<file path="config.mk">
export PLATFORM = sky130hd
export DESIGN_NAME = morse_code_keyer_unit
export DESIGN_NICKNAME = d
export VERILOG_FILES = /design/src/rtl/mck_pkg.sv /design/src/rtl/mck_unit_div.sv /design/src/rtl/mck_msg_store.sv /design/src/rtl/morse_code_keyer_unit.sv
export SDC_FILE = /design/constraint.sdc
export NUM_CORES = 1
export LEC_CHECK = 0
export ABC_AREA = 1
export BUFFER_PORTS_ARGS = -buffer_cell sky130_fd_sc_hd__buf_4
export CORE_MARGIN = 1.5
export CORE_UTILIZATION = 23
export DETAILED_ROUTE_END_ITERATION = 7
export GPL_ROUTABILITY_DRIVEN = 0
export GPL_TIMING_DRIVEN = 0
export HOLD_SLACK_MARGIN = 0.15
export SYNTH_ARGS = -nofsm -noshare
export SYNTH_HDL_FRONTEND = slang
export SYNTH_HIERARCHICAL = 1
export SYNTH_SLANG_ARGS = --single-unit
</file>
<file path="constraint.sdc">
create_clock -name clk -period 5.9 [get_ports clk]
set_input_delay 0.59 -clock clk [delete_from_list [all_inputs] [get_ports clk]]
set_output_delay 0.59 -clock clk [all_outputs]
set_load 0.02 [all_outputs]
</file>
<file path="src/rtl/mck_pkg.sv">
// Shared types, constants and character decoding for the Morse keyer.
`default_nettype none

package mck_pkg;

    // Message store geometry
    localparam int MSG_DEPTH = 64;
    localparam int ADDR_W    = (MSG_DEPTH > 1) ? $clog2(MSG_DEPTH) : 1;
    localparam int CNT_W     = $clog2(MSG_DEPTH + 1);

    // Timing: unit = DIVIDEND / speed, longest gap is seven units
    localparam int DIVIDEND  = 1200;
    localparam int UNIT_W    = 11;
    localparam int TICK_W    = 14;
    localparam int SPEED_W   = 8;
    localparam int SPEED_RST = 20;
    localparam int UNIT_RST  = DIVIDEND / SPEED_RST;

    localparam logic [7:0] PAT_DONE = 8'h80;

    typedef enum logic [1:0] {
        PH_IDLE  = 2'd0,
        PH_FETCH = 2'd1,
        PH_OUT   = 2'd2,
        PH_NEXT  = 2'd3
    } phase_t;

    typedef enum logic [1:0] {
        OP_TICK   = 2'd0,
        OP_APPEND = 2'd1,
        OP_START  = 2'd2,
        OP_ABORT  = 2'd3
    } op_t;

    typedef enum logic [1:0] {
        ST_OK   = 2'd0,
        ST_BUSY = 2'd1,
        ST_FULL = 2'd2
    } status_t;

    typedef enum logic [1:0] {
        CH_END   = 2'd0,
        CH_SPACE = 2'd1,
        CH_SKIP  = 2'd2,
        CH_GLYPH = 2'd3
    } char_kind_t;

    typedef struct packed {
        char_kind_t kind;
        logic [7:0] pattern;
    } glyph_t;

    // Gap and mark lengths in ticks, held ready for the keyer
    typedef struct packed {
        logic [TICK_W-1:0] u1;
        logic [TICK_W-1:0] u2;
        logic [TICK_W-1:0] u3;
        logic [TICK_W-1:0] u5;
        logic [TICK_W-1:0] u7;
    } unit_set_t;

    localparam unit_set_t UNITS_RST = '{
        u1: TICK_W'(UNIT_RST),
        u2: TICK_W'(2 * UNIT_RST),
        u3: TICK_W'(3 * UNIT_RST),
        u5: TICK_W'(5 * UNIT_RST),
        u7: TICK_W'(7 * UNIT_RST)
    };

    // Element patterns from ',' up to 'Z': dash 1, dot 0, then a marker 1
    function automatic logic [7:0] glyph_pattern(input logic [5:0] idx);
        logic [7:0] p;
        case (idx)
            6'd0:  p = 8'hCE;  6'd1:  p = 8'h86;  6'd2:  p = 8'h56;  6'd3:  p = 8'h94;
            6'd4:  p = 8'hFC;  6'd5:  p = 8'h7C;  6'd6:  p = 8'h3C;  6'd7:  p = 8'h1C;
            6'd8:  p = 8'h0C;  6'd9:  p = 8'h04;  6'd10: p = 8'h84;  6'd11: p = 8'hC4;
            6'd12: p = 8'hE4;  6'd13: p = 8'hF4;  6'd14: p = 8'hE2;  6'd15: p = 8'hAA;
            6'd16: p = 8'h80;  6'd17: p = 8'h8C;  6'd18: p = 8'h80;  6'd19: p = 8'h32;
            6'd20: p = 8'h80;  6'd21: p = 8'h60;  6'd22: p = 8'h88;  6'd23: p = 8'hA8;
            6'd24: p = 8'h90;  6'd25: p = 8'h40;  6'd26: p = 8'h28;  6'd27: p = 8'hD0;
            6'd28: p = 8'h08;  6'd29: p = 8'h20;  6'd30: p = 8'h78;  6'd31: p = 8'hB0;
            6'd32: p = 8'h48;  6'd33: p = 8'hE0;  6'd34: p = 8'hA0;  6'd35: p = 8'hF0;
            6'd36: p = 8'h68;  6'd37: p = 8'hD8;  6'd38: p = 8'h50;  6'd39: p = 8'h10;
            6'd40: p = 8'hC0;  6'd41: p = 8'h30;  6'd42: p = 8'h18;  6'd43: p = 8'h70;
            6'd44: p = 8'h98;  6'd45: p = 8'hB8;  6'd46: p = 8'hC8;
            default: p = PAT_DONE;
        endcase
        return p;
    endfunction

    // Classify a stored character and look up its pattern
    function automatic glyph_t glyph_decode(input logic [7:0] c);
        glyph_t     g;
        logic [7:0] up;
        logic [7:0] idx;
        g.kind    = CH_GLYPH;
        g.pattern = PAT_DONE;
        up        = (c >= 8'd97) ? (c - 8'd32) : c;
        idx       = up - 8'd44;
        case (c)
            8'h00: g.kind = CH_END;
            8'h20: g.kind = CH_SPACE;
            8'h03: g.pattern = 8'h54;   // AR
            8'h04: g.pattern = 8'h16;   // VA
            8'h16: g.pattern = 8'h8C;   // BT
            8'h10: g.pattern = 8'h8B;   // BK
            8'h17: g.pattern = 8'hB4;   // KN
            8'h1B: g.pattern = 8'h44;   // AS
            8'h08: g.pattern = 8'h58;   // AA
            default:
            begin
                if (c < 8'd44 || c > 8'd122 || (c >= 8'd91 && c <= 8'd96))
                begin
                    g.kind = CH_SKIP;
                end
                else
                begin
                    g.pattern = glyph_pattern(idx[5:0]);
                end
            end
        endcase
        return g;
    endfunction

endpackage

`default_nettype wire

</file>
<file path="src/rtl/mck_unit_div.sv">
// Serial divider that turns the speed setting into unit and gap lengths.
`default_nettype none

module mck_unit_div (
    input  wire logic                        clk,
    input  wire logic                        rst_n,
    input  wire logic                        cfg_we,
    input  wire logic [mck_pkg::SPEED_W-1:0] cfg_wdata,
    output logic                             busy,
    output mck_pkg::unit_set_t               units
);
    import mck_pkg::*;

    localparam int STEPS = UNIT_W;
    localparam int CW    = $clog2(STEPS + 2);

    logic [CW-1:0]      cnt_reg;
    unit_set_t          units_reg;
    logic [SPEED_W-1:0] div_reg;
    logic [SPEED_W-1:0] rem_reg;
    logic [UNIT_W-1:0]  quo_reg;

    logic [SPEED_W:0]   trial;
    logic               ge;
    logic [SPEED_W-1:0] rem_next;
    logic [UNIT_W-1:0]  quo_next;
    logic [TICK_W-1:0]  qx;
    unit_set_t          units_next;

    // One restoring step: shift in the next dividend bit, subtract if it fits
    always_comb
    begin
        trial    = {rem_reg, quo_reg[UNIT_W-1]};
        ge       = (trial >= {1'b0, div_reg});
        rem_next = ge ? SPEED_W'(trial - {1'b0, div_reg}) : trial[SPEED_W-1:0];
        quo_next = {quo_reg[UNIT_W-2:0], ge};
    end

    always_comb
    begin
        qx            = TICK_W'(quo_reg);
        units_next.u1 = qx;
        units_next.u2 = qx << 1;
        units_next.u3 = (qx << 1) + qx;
        units_next.u5 = (qx << 2) + qx;
        units_next.u7 = (qx << 3) - qx;
    end

    always_ff @(posedge clk or negedge rst_n)
    begin
        if (!rst_n)
        begin
            cnt_reg   <= '0;
            units_reg <= UNITS_RST;
        end
        else if (cfg_we)
        begin
            cnt_reg <= CW'(STEPS + 1);
        end
        else if (cnt_reg > CW'(1))
        begin
            cnt_reg <= cnt_reg - CW'(1);
        end
        else if (cnt_reg == CW'(1))
        begin
            units_reg <= units_next;
            cnt_reg   <= '0;
        end
    end

    always_ff @(posedge clk)
    begin
        if (cfg_we)
        begin
            div_reg <= (cfg_wdata == '0) ? SPEED_W'(1) : cfg_wdata;
            quo_reg <= UNIT_W'(DIVIDEND);
            rem_reg <= '0;
        end
        else if (cnt_reg > CW'(1))
        begin
            quo_reg <= quo_next;
            rem_reg <= rem_next;
        end
    end

    assign busy  = (cnt_reg != '0);
    assign units = units_reg;

endmodule

`default_nettype wire

</file>
<file path="src/rtl/mck_msg_store.sv">
// Message character store with a registered read port and write bypass.
`default_nettype none

module mck_msg_store (
    input  wire logic                       clk,
    input  wire logic                       wr_en,
    input  wire logic [mck_pkg::ADDR_W-1:0] wr_addr,
    input  wire logic [7:0]                 wr_data,
    input  wire logic [mck_pkg::ADDR_W-1:0] rd_addr,
    output logic [7:0]                      rd_data
);
    import mck_pkg::*;

    logic [7:0] mem [MSG_DEPTH];
    logic [7:0] rd_data_reg;

    always_ff @(posedge clk)
    begin
        if (wr_en)
        begin
            mem[wr_addr] <= wr_data;
        end
    end

    // Hand the fresh byte through when it lands on the address being read
    always_ff @(posedge clk)
    begin
        if (wr_en && (wr_addr == rd_addr))
        begin
            rd_data_reg <= wr_data;
        end
        else
        begin
            rd_data_reg <= mem[rd_addr];
        end
    end

    assign rd_data = rd_data_reg;

endmodule

`default_nettype wire

</file>
<file path="src/rtl/morse_code_keyer_unit.sv">
// Top level of the Morse keyer: item handling, send sequencer and result register.
//
//  channel | direction | handshake           | payload
//  --------+-----------+---------------------+-------------------------------------------
//  s_*     | in        | s_tvalid / s_tready | s_tuser: op; s_tdata: char_code
//  m_*     | out       | m_tvalid / m_tready | m_tdata: key_out, busy_res, status
//  cfg_*   | in        | cfg_we              | cfg_wdata: speed_wpm
//
// Each beat is applied in a single pass; a beat can be taken every cycle while
// the divider is idle. The result sits in one output register, and the next
// beat is taken in the same cycle that register is drained. A speed write
// runs a serial divider, during which s_tready stays low.
// Reset clears the sequencer, counters and store length; speed resets to 20.
// A stall on m_tready holds the result and stops input only while it is full.
`default_nettype none

module morse_code_keyer_unit (
    input  wire logic                        clk,
    input  wire logic                        rst_n,
    // speed setting
    input  wire logic                        cfg_we,
    input  wire logic [mck_pkg::SPEED_W-1:0] cfg_wdata,   // [7:0] speed_wpm
    // item input
    input  wire logic                        s_tvalid,
    output logic                             s_tready,
    input  wire logic [7:0]                  s_tdata,     // [7:0] char_code
    input  wire logic [1:0]                  s_tuser,     // [1:0] op
    // result output
    output logic                             m_tvalid,
    input  wire logic                        m_tready,
    output logic [7:0]                       m_tdata      // [0] key_out, [1] busy_res,
                                                          // [3:2] status, [7:4] zero
);
    import mck_pkg::*;

    // sequencer state
    phase_t             phase_reg,  phase_next;
    logic [TICK_W-1:0]  mark_reg,   mark_next;
    logic [TICK_W-1:0]  space_reg,  space_next;
    logic [7:0]         pat_reg,    pat_next;
    logic [CNT_W-1:0]   ridx_reg,   ridx_next;
    logic [CNT_W-1:0]   len_reg,    len_next;
    logic               abort_reg,  abort_next;
    logic               key_reg,    key_next;

    // result register
    logic               m_valid_reg, m_valid_next;
    logic [7:0]         m_data_reg,  m_data_next;

    logic               div_busy;
    unit_set_t          units;
    logic               accept;
    op_t                op;
    status_t            status;
    logic               wr_en;
    logic [7:0]         cur_char;
    glyph_t             glyph;

    mck_unit_div u_div (
        .clk       (clk),
        .rst_n     (rst_n),
        .cfg_we    (cfg_we),
        .cfg_wdata (cfg_wdata),
        .busy      (div_busy),
        .units     (units)
    );

    // The read port always tracks the next read index, so cur_char is the
    // character at ridx_reg whenever the sequencer looks at it.
    mck_msg_store u_store (
        .clk     (clk),
        .wr_en   (wr_en),
        .wr_addr (len_reg[ADDR_W-1:0]),
        .wr_data (s_tdata),
        .rd_addr (ridx_next[ADDR_W-1:0]),
        .rd_data (cur_char)
    );

    assign s_tready = !div_busy && (!m_valid_reg || m_tready);
    assign accept   = s_tvalid && s_tready;
    assign op       = op_t'(s_tuser);
    assign glyph    = glyph_decode(cur_char);

    always_ff @(posedge clk or negedge rst_n)
    begin
        if (!rst_n)
        begin
            phase_reg   <= PH_IDLE;
            mark_reg    <= '0;
            space_reg   <= '0;
            pat_reg     <= '0;
            ridx_reg    <= '0;
            len_reg     <= '0;
            abort_reg   <= 1'b0;
            key_reg     <= 1'b0;
            m_valid_reg <= 1'b0;
        end
        else
        begin
            phase_reg   <= phase_next;
            mark_reg    <= mark_next;
            space_reg   <= space_next;
            pat_reg     <= pat_next;
            ridx_reg    <= ridx_next;
            len_reg     <= len_next;
            abort_reg   <= abort_next;
            key_reg     <= key_next;
            m_valid_reg <= m_valid_next;
        end
    end

    always_ff @(posedge clk)
    begin
        m_data_reg <= m_data_next;
    end

    // Apply one beat: counters and pattern step in a single pass
    always_comb
    begin
        phase_next = phase_reg;
        mark_next  = mark_reg;
        space_next = space_reg;
        pat_next   = pat_reg;
        ridx_next  = ridx_reg;
        len_next   = len_reg;
        abort_next = abort_reg;
        key_next   = key_reg;
        status     = ST_OK;
        wr_en      = 1'b0;

        if (accept)
        begin
            case (op)
                OP_TICK:
                begin
                    // a pending abort wins before any timing
                    if (abort_next)
                    begin
                        key_next   = 1'b0;
                        phase_next = PH_IDLE;
                        len_next   = '0;
                        abort_next = 1'b0;
                    end
                    // count the mark down, or drop the key and count the space
                    if (mark_next == '0)
                    begin
                        if (phase_next != PH_IDLE)
                        begin
                            key_next = 1'b0;
                        end
                        if (space_next != '0)
                        begin
                            space_next = space_next - TICK_W'(1);
                        end
                    end
                    else
                    begin
                        mark_next = mark_next - TICK_W'(1);
                    end
                    // both timers out: advance the sequencer one step
                    if (mark_next == '0 && space_next == '0)
                    begin
                        case (phase_next)
                            PH_FETCH:
                            begin
                                if (ridx_next >= len_next)
                                begin
                                    phase_next = PH_IDLE;
                                    len_next   = '0;
                                end
                                else
                                begin
                                    case (glyph.kind)
                                        CH_END:
                                        begin
                                            phase_next = PH_IDLE;
                                            len_next   = '0;
                                        end
                                        CH_SPACE:
                                        begin
                                            space_next = units.u7;
                                            phase_next = PH_NEXT;
                                        end
                                        CH_SKIP:
                                        begin
                                            space_next = units.u5;
                                            phase_next = PH_NEXT;
                                        end
                                        default:
                                        begin
                                            pat_next   = glyph.pattern;
                                            phase_next = PH_OUT;
                                        end
                                    endcase
                                end
                            end
                            PH_OUT:
                            begin
                                if (pat_next == PAT_DONE)
                                begin
                                    // close the character with two more units
                                    space_next = units.u2;
                                    phase_next = PH_NEXT;
                                end
                                else
                                begin
                                    mark_next  = pat_next[7] ? units.u3 : units.u1;
                                    key_next   = 1'b1;
                                    pat_next   = {pat_next[6:0], 1'b0};
                                    space_next = units.u1;
                                end
                            end
                            PH_NEXT:
                            begin
                                ridx_next  = ridx_next + CNT_W'(1);
                                phase_next = PH_FETCH;
                            end
                            default:
                            begin
                                // idle pacing: hold off a start by a word gap
                                space_next = units.u7;
                            end
                        endcase
                    end
                end
                OP_APPEND:
                begin
                    if (phase_reg != PH_IDLE)
                    begin
                        status = ST_BUSY;
                    end
                    else if (len_reg >= CNT_W'(MSG_DEPTH))
                    begin
                        status = ST_FULL;
                    end
                    else
                    begin
                        wr_en    = 1'b1;
                        len_next = len_reg + CNT_W'(1);
                    end
                end
                OP_START:
                begin
                    if (phase_reg != PH_IDLE)
                    begin
                        status = ST_BUSY;
                    end
                    else
                    begin
                        ridx_next  = '0;
                        phase_next = PH_FETCH;
                    end
                end
                default:
                begin
                    abort_next = 1'b1;
                end
            endcase
        end
    end

    // Result register: load on every accepted beat, drop once taken
    always_comb
    begin
        m_data_next  = m_data_reg;
        m_valid_next = m_valid_reg;
        if (accept)
        begin
            m_valid_next = 1'b1;
            m_data_next  = {4'b0000, status, (phase_next != PH_IDLE), key_next};
        end
        else if (m_tready)
        begin
            m_valid_next = 1'b0;
        end
    end

    assign m_tvalid = m_valid_reg;
    assign m_tdata  = m_data_reg;

    // The store only grows while idle
    assert property (@(posedge clk) disable iff (!rst_n)
        wr_en |-> (phase_reg == PH_IDLE))
        else $error("message store written while sending");

    assert property (@(posedge clk) disable iff (!rst_n)
        len_reg <= CNT_W'(MSG_DEPTH))
        else $error("message length beyond store depth");

    assert property (@(posedge clk) disable iff (!rst_n)
        (phase_reg != PH_IDLE) |-> (ridx_reg <= len_reg))
        else $error("read index past message end while sending");

    // The key only comes on together with a loaded mark time
    assert property (@(posedge clk) disable iff (!rst_n)
        $rose(key_reg) |-> (mark_reg != '0))
        else $error("key raised without a mark time");

endmodule

`default_nettype wire
</file>
; ---- Word-level counts from Yosys, hierarchy flattened
; Memory sizes are Yosys's and may differ from the RTL's. A register that Yosys moved wholly into a read port is not among the register bits.
; Index checks and enable logic that the tools add are counted.
[totals]
reg_bits = 143
mem_bits_rw = 512
rom_bits = 448
in_bits = 23
output_inout_bits = 10
word_cells = 182
mem_count = 2
[mem_list]
columns = memory, depth, width, rd, rd_ports_with_merged_regs, wr, line_no
row1 = u_store.mem, 64, 8, 1, 1, 1, mck_msg_store.sv:14  ; logic [7:0] mem [MSG_DEPTH];
row2 = (name not given), 64, 7, 1, 0, 0, mck_pkg.sv:73  ; case (idx)
[op_classes]
n_addsub = 11
magnitude_cmp = 9
eq_ne = 25
mux = 76
bitwise_logic = 3
reduce_logical = 37
[ops]
columns = op, count
row1 = 14-bit two-way mux, 13
row2 = 7-bit two-way mux, 12
row3 = 8-bit one-hot mux with 8 select lines, 1
row4 = 14-bit zero test, 3
row5 = 14-bit one-hot mux with 3 select lines, 1
row6 = 8-bit two-way mux, 5
row7 = 8-bit by 5-bit equality test with 1-bit output (second input constant), 4
row8 = 14-bit one-hot mux with 2 select lines, 1
row9 = 7-bit one-hot mux with 2 select lines, 2
row10 = 14-bit by 1-bit subtractor with 14-bit output (second input constant), 2
row11 = 2-bit two-way mux, 10
row12 = 1-bit two-way mux, 18
row13 = 8-bit by 7-bit >= comparator with 1-bit output (second input constant), 2
row14 = 8-bit zero test, 2
row15 = 8-bit one-hot mux with 2 select lines, 1
row16 = 13-bit by 11-bit adder with 14-bit output, 1
row17 = 7-bit by 1-bit adder with 7-bit output (second input constant), 2
row18 = 2-bit inequality test (second input constant), 7
row19 = 14-bit nonzero test, 1
row20 = 2-bit nonzero test, 7
row21 = 14-bit by 11-bit subtractor with 14-bit output, 1
row22 = 12-bit by 11-bit adder with 13-bit output, 1
row23 = 12-bit two-way mux, 1
row24 = 4-bit two-way mux, 3
row25 = other kinds (38), 60

; ---- Logic depth before layout (Yosys ltp)
; Gate-level depths: netlist (run 1).
[logic_depth]
ltp_word = 14
ltp_mapped = 37

; ---- Modules after synthesis
; The synthesis (run 1) kept the hierarchy.
[by_module_without_submodules]
columns = mod, n_inst, cells_per_inst, area_each_um2, seq_area_each_um2
row1 = mck_msg_store, 1, 1820, 21251.6, 15494.9
row2 = morse_code_keyer_unit, 1, 1161, 6824.0, 1496.4
row3 = mck_unit_div, 1, 691, 5221.3, 1916.8

; ---- Least setup slack after synthesis (run 1)
; Ideal clock, no wire load.
[synth_timing]
kind = reg2reg
start = register (tool-made name)
end = register m_data_reg[1], in the netlist m_tdata[1], data pin
setup_ns = 0.252
arrival_time_ns = 4.129
slack_ns = 1.519
stages_incl_launch_ff = 33
n_path_buf = 6
period_less_slack_ns = 4.381
path_cell_list = dfxtp_1 > buf_6 > inv_4 > buf_8 > buf_6 > nand2_1 > nand3_1 > nand3_1 > nand2_1 > nand2_1 > nand3_1 > nand3_1 > nand2_1 > clkbuf_1 > inv_1 > clkbuf_1 > ha_1 > nand2_1 > nor3_1 > inv_1 > nor2_1 > inv_1 > ha_1 > inv_1 > nand3_1 > clkbuf_1 > nor2_1 > o21ai_0 > nand4_1 > nand3_1 > nand2_1 > inv_1 > nand2_1
[synth_rtl]
columns = item, line_no
row1 = "end signal, assigned", morse_code_keyer_unit.sv:114  ; m_data_reg <= m_data_next;
row2 = "end, declared", morse_code_keyer_unit.sv:48  ; logic [7:0] m_data_reg, m_data_next;

==> results.json, run 1 <==
{
  "syn_to_final_growth_pct": 15.74,
  "max_stage_delay_ps": 430,
  "syn_area_um2": 33300,
  "vias": 26878,
  "cts_tree": "yes",
  "drt-vias-per-instance": 4.680,
  "placement.cell_area_um2": 35960,
  "stdcell_count": 5743,
  "die_h_um": 383.5,
  "grt_start_max_net_pins": 65,
  "diodes": 0,
  "yosys.cell_types.count": 57,
  "fmax_mhz": 178.7,
  "io_buffers": 28,
  "setup_tns_ps": 0,
  "placedCellCount": 5613,
  "clk_pin_slew_ps": 60,
  "finalSetupViolations": 0,
  "ys_seq_area_share_pct": 56.79,
  "fin_area_um2": 38540,
  "synthArstFlopShare_pct": 16.18,
  "drv_slew": 0,
  "relSlewSlack_pct": 9.903,
  "yosysWarnings": 6,
  "power_leakage_uw": 0.01528,
  "synth_seq_cells": 655,
  "grt_setup_unrepaired": "no",
  "crit_path_top_delay_cell": "dfxtp_1",
  "p_total_uw": 14170,
  "mostFrequentLayoutCells": "1187 x nand2_1, 573 x nand3_1, 524 x edfxtp_1",
  "final.period_utilization_pct": 94.85,
  "end_kind": "flop",
  "wl_per_cell_um": 17.69,
  "cp_max_fo": 10,
  "ys.flop_type": "edfxtp_1",
  "htreeDepth": 3,
  "drt_first_pass_iters": 8,
  "io_pins": 33,
  "clock-sinks": 655,
  "clock-root-buffer": "clkbuf_16",
  "skew_ps": 40.48,
  "min_path_type": "input port to flop",
  "tightest_slew_ps": 1341,
  "totalWireLength_um": 101600,
  "dp.final_hpwl_um": 71240,
  "layout_commonest_cell": "nand2_1",
  "grt_pass1_vias": 25021,
  "fill_cells": 15300,
  "track_usage_pct": 13.48,
  "hold_slack_ps": 218.1,
  "drtAntennaViolNets": 0,
  "cp.depth": 32,
  "finalCriticalPeriod_ps": 5596,
  "critPathTopFamily": "simple AND/OR/NAND/NOR gates",
  "ctsLongestPathBuffers": 3,
  "antenna_found_initial": 0,
  "outcome": "finished with violations",
  "postSynthAreaPerCell_um2": 9.068,
  "cp_data_required_time_ps": 6290,
  "drive_gt1_share_pct": 9.792,
  "path_buf_inv": 10,
  "grt_overflow_total": 0,
  "cts_buffers": 70,
  "largest_reg_flops": 512,
  "grt_first_pass_wirelength_um": 152700,
  "drt_iter0_markers": 3121,
  "synth_edf_count": 524,
  "synth_cells": 3672,
  "failed_checks": "design-rule violations",
  "r2r_cells": 32,
  "holdPathStages": 2,
  "initial_core_util_pct": 23.18,
  "core_area_um2": 143700,
  "power_density_nw_per_um2": 367.7,
  "critPathMostFrequentCell": "nand2_1",
  "rows": 139,
  "hold_viol_final": 0,
  "clk_latency_ps": 670,
  "crit_type": "flop to flop",
  "max-vdd-ir-drop_v": 0.0002140,
  "die_x_um": 383.5,
  "die-area_um2": 147100,
  "fin_nets": 3884,
  "cp_data_arrival_time_ps": 5980,
  "maxCapViolCount": 0,
  "crit_path_start_kind": "flop",
  "drc": 8
}
==> final cells by class <==
type / count / area, um2 / share of cell area (%)
inverters: 243 / 915.9 / 2.377
plain buffers: 197 / 1299 / 3.370
well taps: 1903 / 2381 / 6.179
flip-flops and latches: 655 / 18910 / 49.06
clock buffers: 75 / 1770 / 4.594
multi-input cells: 2586 / 12280 / 31.86
clock inverters: 52 / 718.2 / 1.864
repair buffers: 32 / 266.5 / 0.6916
==> cell families after synthesis <==
family | Yosys count | synth area share, %
compound gates | 342 | 5.824
xor+xnor | 24 | 0.6313
fa+ha+maj | 76 | 2.924
buf+inv | 440 | 6.527
flops | 655 | 56.79
other cells | 2 | 0.02255
simple gates | 2133 | 27.28
==> path summary, 6_finish.rpt <==
| path | slack (ps) | end | startpoint |
|---|---|---|---|
| worst min register to register | 470 | u_div/units[17]$_DFFE_PN1P_ | u_div/units[17]$_DFFE_PN1P_ |
| min in group asynchronous | 540 | u_div/units[34]$_DFFE_PN0P_ | rst_n |
| worst max-delay path | 300 | m_tdata[1]$_DFFE_PP_ | flop |
| worst min-delay path | 220 | u_div/div_reg[3]$_SDFFCE_PN0P_ | cfg_wdata[3] |
| worst max register to register | 300 | m_tdata[1]$_DFFE_PP_ | flop |
| max in group asynchronous | 4670 | u_div/units[32]$_DFFE_PN1P_ | rst_n |
==> synth_stat cells (4+ instances only) <==
cell	n	area (um2)
inv_1	231	867.1
buf_2	58	290.3
a21oi_1	102	510.5
buf_4	38	285.3
dfrtp_1	90	2252
o211ai_1	25	187.7
nand3b_1	6	45.04
dfxtp_1	25	500.5
nand2b_1	5	31.28
nor2_4	9	101.4
buf_6	36	405.4
o21ai_2	7	61.31
ha_1	73	913.4
nand3_1	574	2873
xor2_1	14	122.6
nor4_1	5	31.28
o21ai_1	44	220.2
xnor2_1	10	87.58
nor2_2	13	81.33
edfxtp_1	524	15740
a22oi_1	4	30.03
nand4_1	28	175.2
o21ai_0	111	555.5
dfstp_2	16	420.4
nand2_2	7	43.79
clkbuf_1	50	187.7
a22o_1	13	113.9
nor3_1	29	145.1
nor2_1	249	934.7
inv_2	8	30.03
buf_1	12	45.04
o22ai_1	11	68.82
a31oi_1	8	50.05
or2_2	10	62.56
nand2_1	1188	4459
==> where the power goes <==
part | leakage, uW | internal [uW] | switching, uW
clock | 0.00120 | 2750 | 1990
sequential | 0.00627 | 5200 | 254
combinational | 0.00782 | 1230 | 2760
==> repair_timing <==
action                                  in CTS  in global routing
buffers inserted                             0                  0
endpoints found under the hold margin       40                  0
endpoints found under the setup margin      16                 16
hold buffers                                 2                  0
resized for setup                           13                 18
==> stage by stage <==
step	setup WS [ps]	utilization [%]
final	303.9	26.83
after global placement	-575.8	25.01
after detailed placement	-738.1	25.03
after CTS	30.93	26.80
after global routing	38.21	26.83
after floorplan	1519	-
==> layer usage <==
metal | global-route usage, % | vias up | part of all wire [%]
met5 | 0 | - | 0
met1 | 17.99 | 12883 | 43
met4 | 4.480 | 0 | 3.1
li1 | - | 12613 | -
met2 | 21.98 | 1178 | 46
met3 | 2.375 | 204 | 8.0
Note: power is estimated with default switching activity, not from simulation.
==> run 2, diff against run 1 <==
Settings changed: SYNTH_HIERARCHICAL 1 to default.
==> run 2 against run 1 <==
The flow now finishes without violations. Sequential power fell by 1%. Synthesized area fell by 4.1%. Register-to-register slack improved by 70 ps. Final cell count fell by 6.9%. Wire length rose by 2.0%. Via count fell by 5.3%. Design area fell by 4.0%. Sequential cell count did not move. Power fell by 3.6%. Global-route usage rose by 0.85 points. First-iteration DRC count fell by 5.3%. Synthesized cell count fell by 7.8%. Largest power group unchanged.
==> results.json, run 2 <==
{
  "fill_cells": 14396,
  "synth_seq_cells": 655,
  "cp_data_arrival_time_ps": 6100,
  "clk_pin_slew_ps": 60,
  "gr-usage-met1_pct": 18.86,
  "r2r_cells": 29,
  "core_area_um2": 137700,
  "totalWireLength_um": 103600,
  "postSynthAreaPerCell_um2": 9.438,
  "drive_gt1_share_pct": 9.716,
  "cp_max_fo": 10,
  "grt_start_max_net_pins": 65,
  "drt_first_pass_iters": 6,
  "synth_common_cells": "1002 x nand2_1, 538 x nand3_1, 524 x edfxtp_1, 225 x nor2_1, 193 x inv_1",
  "yosys.cell_types.count": 68,
  "die_h_um": 375.6,
  "synth_cells": 3384,
  "clock-sinks": 655,
  "synth_top_area_cell": "edfxtp_1",
  "fin_util_pct": 26.88,
  "grt_pass1_vias": 24321,
  "max-vdd-ir-drop_v": 0.0001956,
  "cts_tree": "yes",
  "fin_nets": 3593,
  "fmax_mhz": 181.1,
  "yosysMostFrequentCell": "nand2_1",
  "io_pins": 33,
  "synth_area_leaders": "edfxtp_1 49%, nand2_1 12%, nand3_1 8.4%",
  "r2r_setup_slack_ps": 380,
  "setup_tns_ps": 0,
  "track_usage_pct": 14.33,
  "drt_iter0_markers": 2957,
  "synthArstFlopShare_pct": 16.18,
  "synth_edf_count": 524,
  "skew_ps": 35.90,
  "drv_slew": 0,
  "maxCapViolCount": 0,
  "antenna_found_initial": 0,
  "use_met2_pct": 22.88,
  "syn_to_final_growth_pct": 15.87,
  "clock-root-buffer": "clkbuf_16",
  "ys.flop_type": "edfxtp_1",
  "critPathMostFrequentCell": "nand2_1",
  "initial_core_util_pct": 23.20,
  "io_buffers": 28,
  "stdcell_count": 5345,
  "finalSetupViolations": 0,
  "vias": 25449,
  "end_kind": "flop",
  "worstSetupEndpoint": "space_reg[2]$_DFFE_PN0P_",
  "crit_path_top_delay_cell": "buf_1",
  "die_x_um": 375.6,
  "drt-vias-per-instance": 4.761,
  "tightest_slew_ps": 1448,
  "drtAntennaViolNets": 0,
  "layout_commonest_cell": "nand2_1",
  "synth_top_area_share_pct": 49.27,
  "drc": 0,
  "outcome": "complete, no violations",
  "yosysWarnings": 0,
  "grt_util_met3_pct": 2.992,
  "relSlewSlack_pct": 3.124,
  "mostFrequentLayoutCells": "998 x nand2_1, 538 x nand3_1, 524 x edfxtp_1",
  "ctsLongestPathBuffers": 3,
  "rows": 136,
  "postCtsSetupBuffers": 0,
  "placement.cell_area_um2": 34480,
  "min_path_type": "input port to flop",
  "syn_area_um2": 31940,
  "power_leakage_uw": 0.01425,
  "die-area_um2": 141100,
  "placedCellCount": 5212,
  "crit_type": "flop to flop",
  "dp.final_hpwl_um": 70320,
  "cts_buffers": 73,
  "grt_first_pass_wirelength_um": 153100,
  "clk_latency_ps": 670,
  "r2r_end": "space_reg[2]$_DFFE_PN0P_",
  "largest_reg_flops": 512,
  "grt_setup_unrepaired": "no",
  "diodes": 0,
  "final.period_utilization_pct": 93.60,
  "wl_per_cell_um": 19.39,
  "top_usage_layer": "met2",
  "power_density_nw_per_um2": 369.3,
  "hold_slack_ps": 197.0,
  "finalCriticalPeriod_ps": 5522,
  "fin_area_um2": 37010,
  "grt_overflow_total": 0,
  "hold_viol_final": 0,
  "max_stage_delay_ps": 640,
  "htreeDepth": 3,
  "ys_seq_area_share_pct": 59.20,
  "cp_data_required_time_ps": 6480,
  "crit_path_start_kind": "flop"
}
[run 2: cell count changes after synthesis, moves of 11 or more]
cell      delta
nor3_1      -11
a21oi_1     -27
xor2_1      +14
nor2_1      -24
buf_6       -34
inv_1       -38
nand3_1     -36
a22o_1      -11
nand2_1    -186
clkbuf_1    +18
o21ai_0     +28
buf_1       +15
o211ai_1    -13
buf_4       -32
[run 2: final cells by class]
type | count | area (um2) | share of cell area [%]
sequential | 655 | 18910 | 51.09
clock buffer | 95 | 1991 | 5.379
buffer | 167 | 852.1 | 2.302
clock inverter | 38 | 384.1 | 1.038
multi-input combinational | 2346 | 11520 | 31.14
inverter | 217 | 814.5 | 2.201
tap | 1794 | 2245 | 6.066
timing repair buffer | 33 | 287.8 | 0.7776
[run 2: kinds of logic (layout without fill, tap and decap cells)]
family	Yosys count	in the layout	share of synthesized area, %
and+or+nand+nor	1868	1868	25.30
AOI/OAI and AO/OA	359	359	6.312
adders and majority gates	77	77	3.087
DFF	655	655	59.20
other	1	4	0.01174
buffers and inverters	386	550	4.913
xor gates and xnor gates	38	38	1.171
[run 2: worst max-delay path, delay by kind of cell (launching register included)]
kind / cells / cell delay [ps]
fa+ha+maj: 2 / 590
simple gates: 17 / 2510
buf+inv: 8 / 1630
compound gates: 2 / 350
flops: 1 / 350
[run 2: repair_timing]
action | in CTS | in global routing
hold buffers | 2 | 0
setup endpoints to repair | 12 | 16
resized for setup | 16 | 62
endpoints found under the hold margin | 32 | 0
[run 2: layer usage]
layer / part of all wire, % / up-vias
met5: 0 / -
met1: 42 / 12168
met2: 46 / 1260
met4: 3.8 / 0
li1: - / 11803
met3: 8.9 / 218
[run 2: worst min path at each step]
stage                                   from                        endpoint  slack [ps]  cells after the start
6_report                        cfg_wdata[0]  u_div.div_reg[0]$_SDFFCE_PN1P_         200                      2
5_1_grt                         cfg_wdata[0]  u_div.div_reg[0]$_SDFFCE_PN1P_         200                      2
4_1_cts                         cfg_wdata[0]  u_div.div_reg[0]$_SDFFCE_PN1P_         170                      2
3_5_place_dp     u_div.units[38]$_DFFE_PN0P_     u_div.units[38]$_DFFE_PN0P_         490                      2
3_3_place_gp   u_div.rem_reg[6]$_SDFFE_PP0P_   u_div.rem_reg[6]$_SDFFE_PP0P_         470                      2
2_1_floorplan                          rst_n           abort_reg$_DFFE_PN0P_         290                      0
[run 2: through the flow]
| step | total power (uW) | setup slack (ps) |
|---|---|---|
| after floorplan | 7968 | 1860 |
| after global placement | 8998 | -327.6 |
| after detailed placement | 9044 | -347.3 |
| after CTS | 13580 | 10.03 |
| after global routing | 14350 | 48.38 |
| final | 13670 | 377.5 |
[run 2: power breakdown]
part           switching [uW]  internal (uW)
sequential                175           5190
clock                    1980           2590
combinational            2570           1160
